<file path="src/rtl/tvi_pkg.sv">
// Shared types and constants for the tetrahedron voxel interpolator.
// Used by tvi_ctrl, tvi_datapath, tvi_checker and the top level; depends on nothing.
package tvi_pkg;

    // Field formats
    localparam int COORD_W         = 19;
    localparam int COORD_FRAC_BITS = 8;
    localparam int INDEX_BITS      = 10;
    localparam int VALUE_W         = 32;
    localparam int SLOT_W          = 2;
    localparam int NUM_VERT        = 4;

    // Internal widths
    localparam int DIFF_W  = COORD_W + 1;
    localparam int DET_W   = 63;
    localparam int NUM_W   = 97;
    localparam int MA_W    = 42;
    localparam int MB_W    = 22;
    localparam int MP_W    = MA_W + MB_W;
    localparam int CHUNK_W = 21;
    localparam int QUO_W   = 33;
    localparam int MAG_W   = QUO_W + 1;

    // Sequencer counts
    localparam int NUM_TERMS  = 6;
    localparam int NUM_CHUNKS = 3;

    // Request codes
    localparam logic REQ_LOAD  = 1'b0;
    localparam logic REQ_QUERY = 1'b1;

    // Substitution select: vertex index, or none for the tetrahedron itself
    localparam logic [2:0] SEL_NONE = 3'd4;
    localparam logic [2:0] SEL_LAST = 3'd3;

    // Cofactor terms of the 3x3 determinant: x from row a (term/2),
    // y from row b, z from row c, and the sign of the term
    localparam logic [1:0] TERM_Y [NUM_TERMS] = '{2'd1, 2'd2, 2'd0, 2'd2, 2'd0, 2'd1};
    localparam logic [1:0] TERM_Z [NUM_TERMS] = '{2'd2, 2'd1, 2'd2, 2'd0, 2'd1, 2'd0};
    localparam logic [NUM_TERMS-1:0] TERM_NEG = 6'b100110;

    // Commands from the controller to the datapath
    typedef struct packed {
        logic       accept;
        logic       diff;
        logic       mul1;
        logic       mul2;
        logic       acc;
        logic       save4;
        logic       chk;
        logic       wmul;
        logic       wacc;
        logic       div_init;
        logic       div_step;
        logic       fin;
        logic [2:0] sel;
        logic [2:0] term;
        logic [1:0] chunk;
    } t_cmd;

    // Status from the datapath to the controller
    typedef struct packed {
        logic det_zero;
        logic is_query;
        logic ok;
    } t_status;

endpackage

</file>
<file path="src/rtl/tvi_ctrl.sv">
// Controller: sequences determinant terms, weighting, division and result hand-off.
// Depends on tvi_pkg.
module tvi_ctrl (
    input  logic             i_clk,
    input  logic             i_rst_n,
    input  logic             i_in_valid,
    output logic             o_in_stall,
    output logic             o_out_valid,
    input  logic             i_out_stall,
    output tvi_pkg::t_cmd    o_cmd,
    input  tvi_pkg::t_status i_status
);
    import tvi_pkg::*;

    typedef enum logic [3:0] {
        S_IDLE, S_DIFF, S_MUL1, S_MUL2, S_ACC, S_DET_END,
        S_WMUL, S_WACC, S_DIV_INIT, S_DIV_STEP, S_FIN
    } t_state;

    t_state     r_state;
    logic [2:0] r_sel;
    logic [2:0] r_term;
    logic [1:0] r_chunk;
    logic [5:0] r_step;
    logic       r_out_valid;
    logic       w_fin;

    assign w_fin = (r_state == S_FIN) && !(r_out_valid && i_out_stall);

    // Decode commands from state
    always_comb begin
        o_cmd          = '0;
        o_cmd.sel      = r_sel;
        o_cmd.term     = r_term;
        o_cmd.chunk    = r_chunk;
        o_cmd.accept   = (r_state == S_IDLE) && i_in_valid;
        o_cmd.diff     = (r_state == S_DIFF);
        o_cmd.mul1     = (r_state == S_MUL1);
        o_cmd.mul2     = (r_state == S_MUL2);
        o_cmd.acc      = (r_state == S_ACC);
        o_cmd.save4    = (r_state == S_DET_END) && (r_sel == SEL_NONE);
        o_cmd.chk      = (r_state == S_DET_END) && (r_sel != SEL_NONE);
        o_cmd.wmul     = (r_state == S_WMUL);
        o_cmd.wacc     = (r_state == S_WACC);
        o_cmd.div_init = (r_state == S_DIV_INIT);
        o_cmd.div_step = (r_state == S_DIV_STEP);
        o_cmd.fin      = w_fin;
    end

    // State and registered outputs
    always_ff @(posedge i_clk) begin
        if (!i_rst_n) begin
            r_state     <= S_IDLE;
            r_sel       <= SEL_NONE;
            r_term      <= '0;
            r_chunk     <= '0;
            r_step      <= '0;
            r_out_valid <= 1'b0;
        end else begin
            // Raise valid on a finished item, release it once taken
            r_out_valid <= w_fin || (r_out_valid && i_out_stall);
            case (r_state)
                S_IDLE: begin
                    if (i_in_valid) begin
                        r_sel   <= SEL_NONE;
                        r_term  <= '0;
                        r_state <= S_DIFF;
                    end
                end
                S_DIFF:  r_state <= S_MUL1;
                S_MUL1:  r_state <= S_MUL2;
                S_MUL2:  r_state <= S_ACC;
                S_ACC: begin
                    if (r_term == 3'(NUM_TERMS - 1)) begin
                        r_state <= S_DET_END;
                    end else begin
                        r_term  <= r_term + 3'd1;
                        r_state <= S_MUL1;
                    end
                end
                S_DET_END: begin
                    if (r_sel == SEL_NONE) begin
                        if (!i_status.is_query || i_status.det_zero) begin
                            r_state <= S_FIN;
                        end else begin
                            r_sel   <= '0;
                            r_term  <= '0;
                            r_state <= S_DIFF;
                        end
                    end else begin
                        r_chunk <= '0;
                        r_state <= S_WMUL;
                    end
                end
                S_WMUL:  r_state <= S_WACC;
                S_WACC: begin
                    if (r_chunk != 2'(NUM_CHUNKS - 1)) begin
                        r_chunk <= r_chunk + 2'd1;
                        r_state <= S_WMUL;
                    end else if (r_sel == SEL_LAST) begin
                        r_state <= i_status.ok ? S_DIV_INIT : S_FIN;
                    end else begin
                        r_sel   <= r_sel + 3'd1;
                        r_term  <= '0;
                        r_state <= S_DIFF;
                    end
                end
                S_DIV_INIT: begin
                    r_step  <= '0;
                    r_state <= S_DIV_STEP;
                end
                S_DIV_STEP: begin
                    if (r_step == 6'(QUO_W - 1)) begin
                        r_state <= S_FIN;
                    end else begin
                        r_step <= r_step + 6'd1;
                    end
                end
                S_FIN: begin
                    if (w_fin) begin
                        r_state <= S_IDLE;
                    end
                end
                default: r_state <= S_IDLE;
            endcase
        end
    end

    assign o_in_stall  = (r_state != S_IDLE);
    assign o_out_valid = r_out_valid;

endmodule

</file>
<file path="config.mk">
export PLATFORM = sky130hd
export DESIGN_NAME = tvi_ctrl
export DESIGN_NICKNAME = d
export VERILOG_FILES = /design/src/rtl/tvi_pkg.sv /design/src/rtl/tvi_ctrl.sv
export SDC_FILE = /design/constraint.sdc
export NUM_CORES = 1
export LEC_CHECK = 0
export BUFFER_PORTS_ARGS = -buffer_cell sky130_fd_sc_hd__buf_2
export CORE_MARGIN = 3
export CORE_UTILIZATION = 40
export DETAILED_ROUTE_END_ITERATION = 8
export PLACE_DENSITY = 0.6
export SLEW_MARGIN = 20
export SYNTH_ARGS = -nofsm -noshare
export SYNTH_HDL_FRONTEND = slang
export SYNTH_SLANG_ARGS = --single-unit
</file>
<file path="constraint.sdc">
create_clock -name i_clk -period 2.25 [get_ports i_clk]
set_input_delay 0.1125 -clock i_clk [delete_from_list [all_inputs] [get_ports i_clk]]
set_output_delay 0.1125 -clock i_clk [all_outputs]
set_load 0.05 [all_outputs]
</file>
==> impl_table.tex, run 1 <==
\begin{tabular}{lr}
\hline
Metric & Value \\
\hline
\multicolumn{2}{l}{\textbf{Status}} \\
Run status & completed \\
\multicolumn{2}{l}{\textbf{Detailed routing}} \\
Wire per inst & 13.9 um \\
Ratio of routed vias to standard cells & 5.46 \\
Aggregate routed wire length & 3210 um \\
DRC Markers & 0 \\
Residual antenna-violating net count after detailed routing & 0 \\
DRC violation total after the first TritonRoute iteration & 71 \\
Count of vias placed by the detailed router & 1,261 \\
1st-pass router iterations & 4 \\
\multicolumn{2}{l}{\textbf{Placement}} \\
Last weighted congestion value of the routability-driven placer & 0.889 \\
Number of port buffers & 28 \\
DP HPWL & 2510 um \\
Instance count after placement with tap cells included & 227 \\
\multicolumn{2}{l}{\textbf{Worst setup path}} \\
Arrival time of data at the critical path endpoint & 1.82 ns \\
Startpoint type of the worst setup path & flip-flop \\
FF-to-FF End & r\_term[2] \\
Cell depth of the worst flop-to-flop path & 4 \\
Setup slack on the worst flop-to-flop path & 0.44 ns \\
Endpoint kind of the worst setup timing path & primary output \\
CP required & 2.14 ns \\
Largest driver fanout on the critical path & 11 \\
Critical path class & flip-flop to primary output \\
Launching point of the worst reg2reg path & r\_state[2] \\
\multicolumn{2}{l}{\textbf{Clock network}} \\
Clock slew at reported path FFs & 0.11 ns \\
Worst-skew pair later-pin latency & 0.30 ns \\
Post-cts sizing count & 0 \\
Number of buffers added to fix hold violations after cts & 0 \\
Number of buffers created by CTS & 3 \\
TritonCTS clock tree & built \\
Clock root buffer & clkbuf\_4 \\
Total setup buffers inserted after CTS & 0 \\
Number of H-tree levels & 1 \\
Maximum number of buffers from clock root to sink & 2 \\
\# clock sinks & 19 \\
\multicolumn{2}{l}{\textbf{Floorplan}} \\
Initial standard-cell utilization of the core & 43.1\% \\
Die height & 64.3 um \\
Die area & 4130 um\^{}2 \\
Chip width & 64.3 um \\
FP Rows & 20 \\
Core Region & 3150 um\^{}2 \\
Top Ports & 29 \\
\multicolumn{2}{l}{\textbf{GRT}} \\
Overflow left after global routing & 0 \\
Via count of the first global-routing pass & 1,148 \\
Total track usage & 16.4\% \\
Initial antenna violation count & 0 \\
First-pass GRT wire length & 5400 um \\
Pin count of the biggest net entering global routing & 16 \\
\multicolumn{2}{l}{\textbf{Timing}} \\
Total count of max-transition violations in the final report & 0 \\
Fin Setup TNS & 0 ns \\
Clock skew after layout & 0.00792 ns \\
Crit share post-route & 85.9\% \\
Crit path time final & 1.93 ns \\
Transition time at the pin with the least slew margin & 0.494 ns \\
Total setup violations reported at the end of the flow & 0 \\
Max\_slew headroom & 67.0\% \\
Highest clock rate & 517 MHz \\
RSZ-0062 raised after global routing & no \\
Final hold violation count & 0 \\
\multicolumn{2}{l}{\textbf{Hold path}} \\
Cell depth of the worst hold path & 3 \\
Tightest Hold Check Type & input port to flip-flop \\
Startpoint of the most critical hold path & i\_out\_stall \\
Destination of the worst hold path & o\_out\_valid \\
\multicolumn{2}{l}{\textbf{Synth}} \\
Sequential-to-total area share from yosys stat & 28.0\% \\
Count of distinct cell types in the synthesized netlist & 48 \\
Library cell with the largest summed area after synthesis & dfxtp\_1 \\
Net count of the mapped netlist & 176 \\
Post-synthesis instance area & 1360 um\^{}2 \\
Count of warnings emitted by yosys & 0 \\
Synthesized flop and latch total & 19 \\
Top cell type's share of synthesized area & 28.0\% \\
Area contributors post-synth & dfxtp\_1 28\%, ha\_1 7.4\%, a2111oi\_4 4.1\% \\
Cells after Synth & 161 \\
EDFF count, synth & 0 \\
Primary FF master, synth & dfxtp\_1 \\
Avg Synthesized Cell Area & 8.44 um\^{}2 \\
Fraction of synthesis flops using an asynchronous set or reset pin & 0\% \\
\multicolumn{2}{l}{\textbf{Finish}} \\
Non-filler instance count after layout & 231 \\
Leading cell types in the layout, fill and taps excluded & 28 x buf\_2, 19 x dfxtp\_1, 14 x nand2\_1, 14 x nor2\_1, 13 x inv\_1 \\
Area occupied by multi-input gates & 893 um\^{}2 \\
Fraction of layout instances using a drive strength above 1 & 26.2\% \\
Core occupancy in the finished layout & 49.8\% \\
Layout overhead on the synthesized area & 15.6\% \\
FF+latch area & 380 um\^{}2 \\
Diode count & 0 \\
Leading cell type in the layout, fill and taps excluded & buf\_2 \\
Final layout net count & 203 \\
Count of fill cells added during filler insertion & 336 \\
\multicolumn{2}{l}{\textbf{Power and ir drop}} \\
Worst IR drop on VDD & 344 uV \\
Leakage dissipation & 0.660 nW \\
Pwr Total & 0.000735 W \\
Power per unit of standard cell area & 468 nW/um\^{}2 \\
\multicolumn{2}{l}{\textbf{Run}} \\
Number of maximum-capacitance constraint violations & 0 \\
\hline
\end{tabular}
==> synth_stat cells, types with 3 or more instances <==
library cell,number
a21oi_1,9
buf_2,4
clkbuf_1,3
dfxtp_1,19
ha_1,8
inv_1,13
mux2i_1,5
nand2_1,14
nand2b_1,7
nand3b_1,3
nand4_1,3
nor2_1,14
nor3_1,6
xor2_1,3
==> per-layer routing <==
layer	track usage [%]	up-vias	share of wire (%)
li1	-	629	-
met1	22.3	603	48
met2	26.2	27	46
met3	4.39	2	5.4
met4	3.17	0	0.62
met5	0	-	0
==> power by group <==
group / total [W] / internal [W] / switching, W
registers: 0.000361 / 0.000342 / 0.0000187
logic: 0.000201 / 0.0000729 / 0.000128
clock network: 0.000173 / 0.0000692 / 0.000104
total: 0.000735 / 0.000484 / 0.000251
==> worst max-delay path: stages (launching register included) <==
cell	delay, ns
dfxtp_1	0.44
buf_4	0.22
nand2b_1	0.17
or2_1	0.28
a21oi_1	0.12
buf_2	0.27
==> flip-flops by register name, indices dropped and copies added (netlist names) <==
register,flops
r_term,3
r_sel,3
r_step,6
r_chunk,2
o_out_valid,1
r_state,4
==> stage by stage <==
stage / cell area, um^2 / setup slack (ns) / hold slack [ns]
2_1_floorplan: 1370 / 0.151 / 0.309
3_3_place_gp: 1540 / 0.506 / 0.450
3_5_place_dp: 1540 / 0.474 / 0.460
4_1_cts: 1570 / 0.313 / 0.139
5_1_grt: 1570 / 0.173 / 0.155
6_report: 1570 / 0.317 / 0.144
==> cells by family (layout without fill, tap and decap cells) <==
group           Yosys count  in the layout  synth area share, %
xor+xnor                  4              4                 2.58
mux                       5              5                 3.68
buf+inv                  23             49                 7.00
simple gates             66             66                 28.1
fa+ha+maj                 8              8                 7.37
flops                    19             19                 28.0
compound gates           36             36                 23.3
==> worst max-delay path by stage <==
stage	to	slack (ns)	startpoint	cells past startpoint
finish	o_cmd[8]	0.32	r_state[0]	5
global route	o_cmd[8]	0.17	r_state[0]	5
CTS	o_cmd[8]	0.31	r_state[0]	5
detailed placement	r_term[0]	0.47	r_state[2]	4
global placement	r_state[0]	0.51	r_step[0]	6
floorplan	o_cmd[19]	0.15	r_state[0]	3
==> cell type report <==
class                           count  area share (%)
Clock buffer                        4            1.67
Inverter                           14            3.35
Multi-Input combinational cell    119            56.9
Sequential cell                    19            24.2
Tap cell                           44            3.51
Timing Repair Buffer               31            10.4
Note: power is estimated with default switching activity, not from simulation.
==> inputs of run 2 (changes only) <==
- CORE_ASPECT_RATIO: unset -> 2
- clock period: 2.25 -> 1.8 ns (I/O delays scaled with it)
==> run 2 against run 1 <==
- first-iteration DRC count shrank 54%
- critical path depth shrank 1
- power grew 43%
- setup slack lost 0.25 ns
- hold slack gained 0.032 ns
- clock-buffer cell count is the same
==> impl_table.tex, run 2 (same netlist as run 1, synthesis figures left out) <==
\begin{tabular}{lr}
\hline
Metric & Value \\
\hline
\multicolumn{2}{l}{\textbf{Status}} \\
Run status & completed \\
\multicolumn{2}{l}{\textbf{Detailed routing}} \\
1st-pass router iterations & 4 (unchanged) \\
DRC Markers & 0 (unchanged) \\
Wire per inst & 16.5 um (+19\%) \\
Count of vias placed by the detailed router & 1,367 (+8.4\%) \\
DRC violation total after the first TritonRoute iteration & 33 (-54\%) \\
Ratio of routed vias to standard cells & 6.00 (+9.8\%) \\
Aggregate routed wire length & 3770 um (+17\%) \\
Residual antenna-violating net count after detailed routing & 0 (unchanged) \\
\multicolumn{2}{l}{\textbf{Clock network}} \\
Total setup buffers inserted after CTS & 0 (unchanged) \\
Number of buffers created by CTS & 3 (unchanged) \\
Number of H-tree levels & 1 (unchanged) \\
Worst-skew pair later-pin latency & 0.26 ns (-0.04 ns) \\
TritonCTS clock tree & built \\
\# clock sinks & 19 (unchanged) \\
Number of buffers added to fix hold violations after cts & 0 (unchanged) \\
Clock slew at reported path FFs & 0.07 ns (-0.04 ns) \\
Clock root buffer & clkbuf\_8 \\
Maximum number of buffers from clock root to sink & 2 (unchanged) \\
\multicolumn{2}{l}{\textbf{Floorplan}} \\
Core Region & 3230 um\^{}2 (+2.4\%) \\
FP Rows & 29 (+45\%) \\
Initial standard-cell utilization of the core & 42.1\% (-1.0 points) \\
Chip width & 47.2 um (-27\%) \\
Top Ports & 29 (unchanged) \\
Die area & 4170 um\^{}2 (+1.0\%) \\
Die height & 88.4 um (+38\%) \\
\multicolumn{2}{l}{\textbf{Hold path}} \\
Tightest Hold Check Type & input port to flip-flop \\
Startpoint of the most critical hold path & i\_out\_stall \\
Cell depth of the worst hold path & 3 (unchanged) \\
\multicolumn{2}{l}{\textbf{Power and ir drop}} \\
P\_sw & 0.000349 W (+39\%) \\
Switching Share & 33.3\% (-0.89 points) \\
Power per unit of standard cell area & 621 nW/um\^{}2 (+33\%) \\
Internal Pwr Total & 0.000700 W (+45\%) \\
Reg power frac & 42.3\% (-6.7 points) \\
Worst IR drop on VDD & 490 uV (+42\%) \\
Leakage dissipation & 0.731 nW (+11\%) \\
Part of the power in combinational logic & 28.9\% (+1.5 points) \\
Power share of the clock group & 28.9\% (+5.3 points) \\
\multicolumn{2}{l}{\textbf{Finish}} \\
Register name with the most flops & r\_step \\
Largest registers & r\_step x6, r\_state x4 \\
Leading cell type in the layout, fill and taps excluded & buf\_2 \\
Layout overhead on the synthesized area & 24.4\% \\
Core occupancy in the finished layout & 52.3\% (+2.5 points) \\
Fraction of layout instances using a drive strength above 1 & 36.0\% (+9.8 points) \\
Final layout net count & 213 (+4.9\%) \\
Non-filler instance count after layout & 228 (-1.3\%) \\
Count of fill cells added during filler insertion & 322 (-4.2\%) \\
Diode count & 0 (unchanged) \\
Leading cell types in the layout, fill and taps excluded & 27 x buf\_2, 14 x nand2\_1, 14 x buf\_4 \\
Max FFs per register & 6 (unchanged) \\
\multicolumn{2}{l}{\textbf{Timing}} \\
Highest clock rate & 577 MHz \\
Total setup violations reported at the end of the flow & 0 (unchanged) \\
RSZ-0062 raised after global routing & no \\
Total count of max-transition violations in the final report & 0 (unchanged) \\
Transition time at the pin with the least slew margin & 0.472 ns (-0.0218 ns) \\
Max\_slew headroom & 68.4\% (+1.4 points) \\
Crit path time final & 1.73 ns \\
Final hold violation count & 0 (unchanged) \\
Crit share post-route & 96.3\% \\
Clock skew after layout & 0.00374 ns (-0.00418 ns) \\
\multicolumn{2}{l}{\textbf{Worst setup path}} \\
Cell depth of the worst flop-to-flop path & 5 (+1) \\
Cells along the critical path & buf\_4 > or4\_4 > nor2\_4 > buf\_2 \\
Critical-path cell with the highest stage delay & or4\_4 \\
Slowest Stage Delay on Critical Path & 0.54 ns (+0.10 ns) \\
Start point of the critical path & r\_state[1] \\
Startpoint type of the worst setup path & flip-flop \\
Arrival time of data at the critical path endpoint & 1.64 ns (-0.18 ns) \\
Critical path class & flip-flop to primary output \\
Endpoint kind of the worst setup timing path & primary output \\
Launching point of the worst reg2reg path & r\_state[1] \\
Largest driver fanout on the critical path & 5 (-6) \\
CP required & 1.71 ns (-0.43 ns) \\
\multicolumn{2}{l}{\textbf{GRT}} \\
Pin count of the biggest net entering global routing & 13 (-3) \\
Total track usage & 20.4\% (+4.0 points) \\
Overflow left after global routing & 0 (unchanged) \\
Initial antenna violation count & 0 (unchanged) \\
Via count of the first global-routing pass & 1,423 (+24\%) \\
First-pass GRT wire length & 6200 um (+15\%) \\
\multicolumn{2}{l}{\textbf{Placement}} \\
Number of port buffers & 28 (unchanged) \\
Instance count after placement with tap cells included & 224 (-1.3\%) \\
DP HPWL & 3060 um (+22\%) \\
Last weighted congestion value of the routability-driven placer & 0.878 (-1.2\%) \\
\multicolumn{2}{l}{\textbf{Run}} \\
Number of maximum-capacitance constraint violations & 0 (unchanged) \\
\hline
\end{tabular}
==> run 2: cell count changes in the layout (fill, tap and decap cells not counted), moves of 3 or more <==
cell      before  now
buf_4          3   14
dfxtp_1       19   11
dfxtp_2        0    8
clkbuf_4       3    0
clkbuf_8       0    3
==> run 2: repair_timing <==
action | in CTS | in global routing
hold endpoints to repair | 0 | 0
pin swaps | 0 | 1
setup endpoints to repair | 1 | 6
gates resized for setup | 1 | 5
==> run 2: through the flow <==
step	setup TNS, ns	hold slack, ns	worst slack, ns	power, W	area (um^2)
after floorplan	-0.154	0.286	-0.153	0.000672	1400
after global placement	0	0.432	0.152	0.000749	1640
after detailed placement	0	0.450	0.0884	0.000754	1640
after CTS	0	0.177	0.0271	0.00105	1680
after global routing	0	0.207	0.0258	0.00109	1690
final	0	0.175	0.0660	0.00105	1690
==> run 2: layer usage <==
| layer | wire length (um) | track usage, % | part of all wire (%) | up-vias |
|---|---|---|---|---|
| li1 | - | - | - | 651 |
| met2 | 2110 | 35.9 | 56 | 52 |
| met3 | 180 | 3.26 | 4.8 | 17 |
| met5 | 0 | 0 | 0 | - |
| met1 | 1290 | 19.3 | 34 | 647 |
| met4 | 185 | 16.1 | 4.9 | 0 |
==> run 2: worst paths after layout <==
check	endpoint	slack [ns]
max	o_cmd[19]	0.07
min	o_out_valid	0.18
max reg2reg	r_state[1]	0.12
min reg2reg	r_term[1]	0.49
==> run 2: final cells by class <==
class	count	area, um^2	share of cell area (%)
Multi-Input combinational cell	119	923	54.6
Sequential cell	19	390	23.1
Timing Repair Buffer	41	240	14.2
Inverter	14	52.6	3.11
Clock buffer	4	45.0	2.66
Tap cell	31	38.8	2.29
==> run 2: power groups by stage <==
| stage | sequential (W) | combinational (W) | clock [W] |
|---|---|---|---|
| after floorplan | 0.000440 | 0.000231 | 0 |
| after global placement | 0.000450 | 0.000298 | 0 |
| after detailed placement | 0.000451 | 0.000302 | 0 |
| after CTS | 0.000442 | 0.000303 | 0.000308 |
| after global routing | 0.000445 | 0.000322 | 0.000325 |
| final | 0.000444 | 0.000303 | 0.000303 |
==> run 2: worst max-delay path, delay by kind of cell, from the launching register on <==
family                 cells  cell delay, ns
AND/OR/NAND/NOR            2            0.63
buffers and inverters      2            0.41
flip-flops                 1            0.35
==> inputs of run 3 (changes only) <==
- CORE_ASPECT_RATIO: 2 -> 1.4
==> run 3 against run 2 <==
- first-iteration DRC count increased by 24%
- clock skew shrank 0.0028 ns
- global-route usage decreased by 2.5 points
- sequential cell count stayed put
- setup slack better by 0.047 ns
- register-to-register slack about the same
- final cell count increased by 3.1%
- critical path type is now flip-flop to flip-flop
- largest cell class unchanged
==> impl_table.tex, run 3 (same netlist as run 1, synthesis figures left out) <==
\begin{tabular}{lr}
\hline
Metric & Value \\
\hline
\multicolumn{2}{l}{\textbf{Status}} \\
Run status & completed \\
\multicolumn{2}{l}{\textbf{Finish}} \\
Register name with the most flops & r\_step \\
Count of fill cells added during filler insertion & 324 (+0.62\%) \\
Area occupied by multi-input gates & 926 um\^{}2 (+0.27\%) \\
Max FFs per register & 6 (unchanged) \\
Core occupancy in the finished layout & 53.3\% (+0.96 points) \\
Leading cell type in the layout, fill and taps excluded & buf\_2 \\
Fraction of layout instances using a drive strength above 1 & 35.7\% (-0.33 points) \\
Non-filler instance count after layout & 235 (+3.1\%) \\
Final layout net count & 212 (-0.47\%) \\
Diode count & 0 (unchanged) \\
Layout overhead on the synthesized area & 24.9\% \\
Largest registers & r\_step x6, r\_state x4 \\
FF+latch area & 389 um\^{}2 (-0.32\%) \\
Leading cell types in the layout, fill and taps excluded & 26 x buf\_2, 14 x nand2\_1, 13 x inv\_1, 13 x nor2\_1, 13 x buf\_4 \\
\multicolumn{2}{l}{\textbf{Worst setup path}} \\
CP required & 1.98 ns (+0.27 ns) \\
Start point of the critical path & r\_term[1] \\
Launching point of the worst reg2reg path & r\_term[1] \\
Setup slack on the worst flop-to-flop path & 0.11 ns (about the same) \\
Arrival time of data at the critical path endpoint & 1.87 ns (+0.23 ns) \\
Largest driver fanout on the critical path & 4 (-1) \\
Startpoint type of the worst setup path & flip-flop \\
Cell depth of the worst flop-to-flop path & 6 (+1) \\
Endpoint kind of the worst setup timing path & flip-flop \\
Critical path class & flip-flop to flip-flop \\
FF-to-FF End & r\_term[1] \\
\multicolumn{2}{l}{\textbf{GRT}} \\
Total track usage & 18.0\% (-2.5 points) \\
Initial antenna violation count & 0 (unchanged) \\
Overflow left after global routing & 0 (unchanged) \\
Pin count of the biggest net entering global routing & 13 (unchanged) \\
Via count of the first global-routing pass & 1,332 (-6.4\%) \\
First-pass GRT wire length & 5910 um (-4.8\%) \\
\multicolumn{2}{l}{\textbf{Timing}} \\
Crit path time final & 1.69 ns (-0.0472 ns) \\
Highest clock rate & 593 MHz (+2.8\%) \\
Max\_slew headroom & 70.3\% (+1.9 points) \\
Total count of max-transition violations in the final report & 0 (unchanged) \\
Transition time at the pin with the least slew margin & 0.444 ns (-0.0283 ns) \\
Clock skew after layout & 0.000978 ns (-0.00277 ns) \\
RSZ-0062 raised after global routing & no \\
Final hold violation count & 0 (unchanged) \\
Total setup violations reported at the end of the flow & 0 (unchanged) \\
Crit share post-route & 93.7\% (-2.6 points) \\
\multicolumn{2}{l}{\textbf{Power and ir drop}} \\
P\_sw & 0.000342 W (-2.1\%) \\
Leakage dissipation & 0.726 nW (-0.66\%) \\
Worst IR drop on VDD & 460 uV (-6.0\%) \\
Power share of the clock group & 29.3\% (+0.4 points) \\
Part of the power in combinational logic & 28.2\% (-0.7 points) \\
Switching Share & 32.9\% (-0.37 points) \\
Reg power frac & 42.5\% (+0.2 points) \\
Internal Pwr Total & 0.000697 W (-0.42\%) \\
Power per unit of standard cell area & 612 nW/um\^{}2 (-1.3\%) \\
\multicolumn{2}{l}{\textbf{Run}} \\
Number of maximum-capacitance constraint violations & 0 (unchanged) \\
\multicolumn{2}{l}{\textbf{Floorplan}} \\
Die area & 4140 um\^{}2 (-0.77\%) \\
Die height & 75.0 um (-15\%) \\
Initial standard-cell utilization of the core & 42.7\% (+0.61 points) \\
Chip width & 55.3 um (+17\%) \\
Core Region & 3180 um\^{}2 (-1.4\%) \\
FP Rows & 24 (-17\%) \\
Top Ports & 29 (unchanged) \\
\multicolumn{2}{l}{\textbf{Detailed routing}} \\
Count of vias placed by the detailed router & 1,296 (-5.2\%) \\
DRC violation total after the first TritonRoute iteration & 41 (+24\%) \\
Wire per inst & 14.8 um (-11\%) \\
Aggregate routed wire length & 3470 um (-7.9\%) \\
DRC Markers & 0 (unchanged) \\
Residual antenna-violating net count after detailed routing & 0 (unchanged) \\
1st-pass router iterations & 4 (unchanged) \\
Ratio of routed vias to standard cells & 5.51 (-8.0\%) \\
\multicolumn{2}{l}{\textbf{Clock network}} \\
Clock slew at reported path FFs & 0.07 ns (about the same) \\
Number of buffers created by CTS & 3 (unchanged) \\
Number of buffers added to fix hold violations after cts & 0 (unchanged) \\
Total setup buffers inserted after CTS & 0 (unchanged) \\
TritonCTS clock tree & built \\
Clock root buffer & clkbuf\_8 \\
Maximum number of buffers from clock root to sink & 2 (unchanged) \\
\# clock sinks & 19 (unchanged) \\
Number of H-tree levels & 1 (unchanged) \\
Worst-skew pair later-pin latency & 0.26 ns (about the same) \\
\multicolumn{2}{l}{\textbf{Placement}} \\
DP HPWL & 2760 um (-10\%) \\
Last weighted congestion value of the routability-driven placer & 0.866 (-1.3\%) \\
Instance count after placement with tap cells included & 231 (+3.1\%) \\
Number of port buffers & 28 (unchanged) \\
\multicolumn{2}{l}{\textbf{Hold path}} \\
Destination of the worst hold path & o\_out\_valid \\
Cell depth of the worst hold path & 3 (unchanged) \\
Tightest Hold Check Type & input port to flip-flop \\
Startpoint of the most critical hold path & i\_out\_stall \\
\hline
\end{tabular}
[run 3: final cells by class]
type / instances / share of cell area, %
Tap cell: 39 / 2.88
Inverter: 14 / 3.10
Sequential cell: 19 / 22.9
Timing Repair Buffer: 40 / 13.9
Clock buffer: 4 / 2.65
Multi-Input combinational cell: 119 / 54.6
[run 3: how the worst max path moves through the flow]
stage	to	slack (ns)	depth (start not counted)
6_report	r_term[1]	0.11	6
5_1_grt	r_sel[1]	0.02	5
4_1_cts	o_cmd[8]	0.01	5
3_5_place_dp	r_term[1]	0.08	6
3_3_place_gp	r_term[1]	0.18	6
2_1_floorplan	r_state[3]	-0.15	6
[run 3: metal layers]
metal  routed length, um  vias up  GRT usage [%]
met5                   0        -              0
met4                 123        0           11.6
met3                  91       11           2.23
met2                1830       25           32.8
met1                1420      615           19.9
li1                    -      645              -
[run 3: stage by stage]
| step | area, um^2 | power (W) | worst slack [ns] | hold slack [ns] | TNS (ns) |
|---|---|---|---|---|---|
| after CTS | 1690 | 0.00105 | 0.0138 | 0.154 | 0 |
| after global placement | 1640 | 0.000739 | 0.176 | 0.434 | 0 |
| after floorplan | 1400 | 0.000672 | -0.153 | 0.286 | -0.154 |
| after global routing | 1700 | 0.00109 | 0.0187 | 0.185 | 0 |
| final | 1700 | 0.00104 | 0.113 | 0.159 | 0 |
| after detailed placement | 1640 | 0.000745 | 0.0784 | 0.435 | 0 |
[run 3: worst max-delay path: stages, from the launching register on]
cell and delay (ns):
dfxtp_2 0.35, inv_1 0.04, ha_1 0.19, a21boi_1 0.22, o21bai_1 0.15, a2111oi_4 0.42, mux2i_1 0.23
[run 3: timing repair]
item,CTS,global route
resized for setup,1,6
pin swaps,0,1
setup endpoints to repair,1,5
endpoints found under the hold margin,0,0
[run 3: power groups by stage]
stage | registers, W | logic, W | clock network (W)
after floorplan | 0.000440 | 0.000231 | 0
after global placement | 0.000449 | 0.000291 | 0
after detailed placement | 0.000450 | 0.000295 | 0
after CTS | 0.000440 | 0.000295 | 0.000314
after global routing | 0.000443 | 0.000313 | 0.000330
final | 0.000441 | 0.000293 | 0.000304
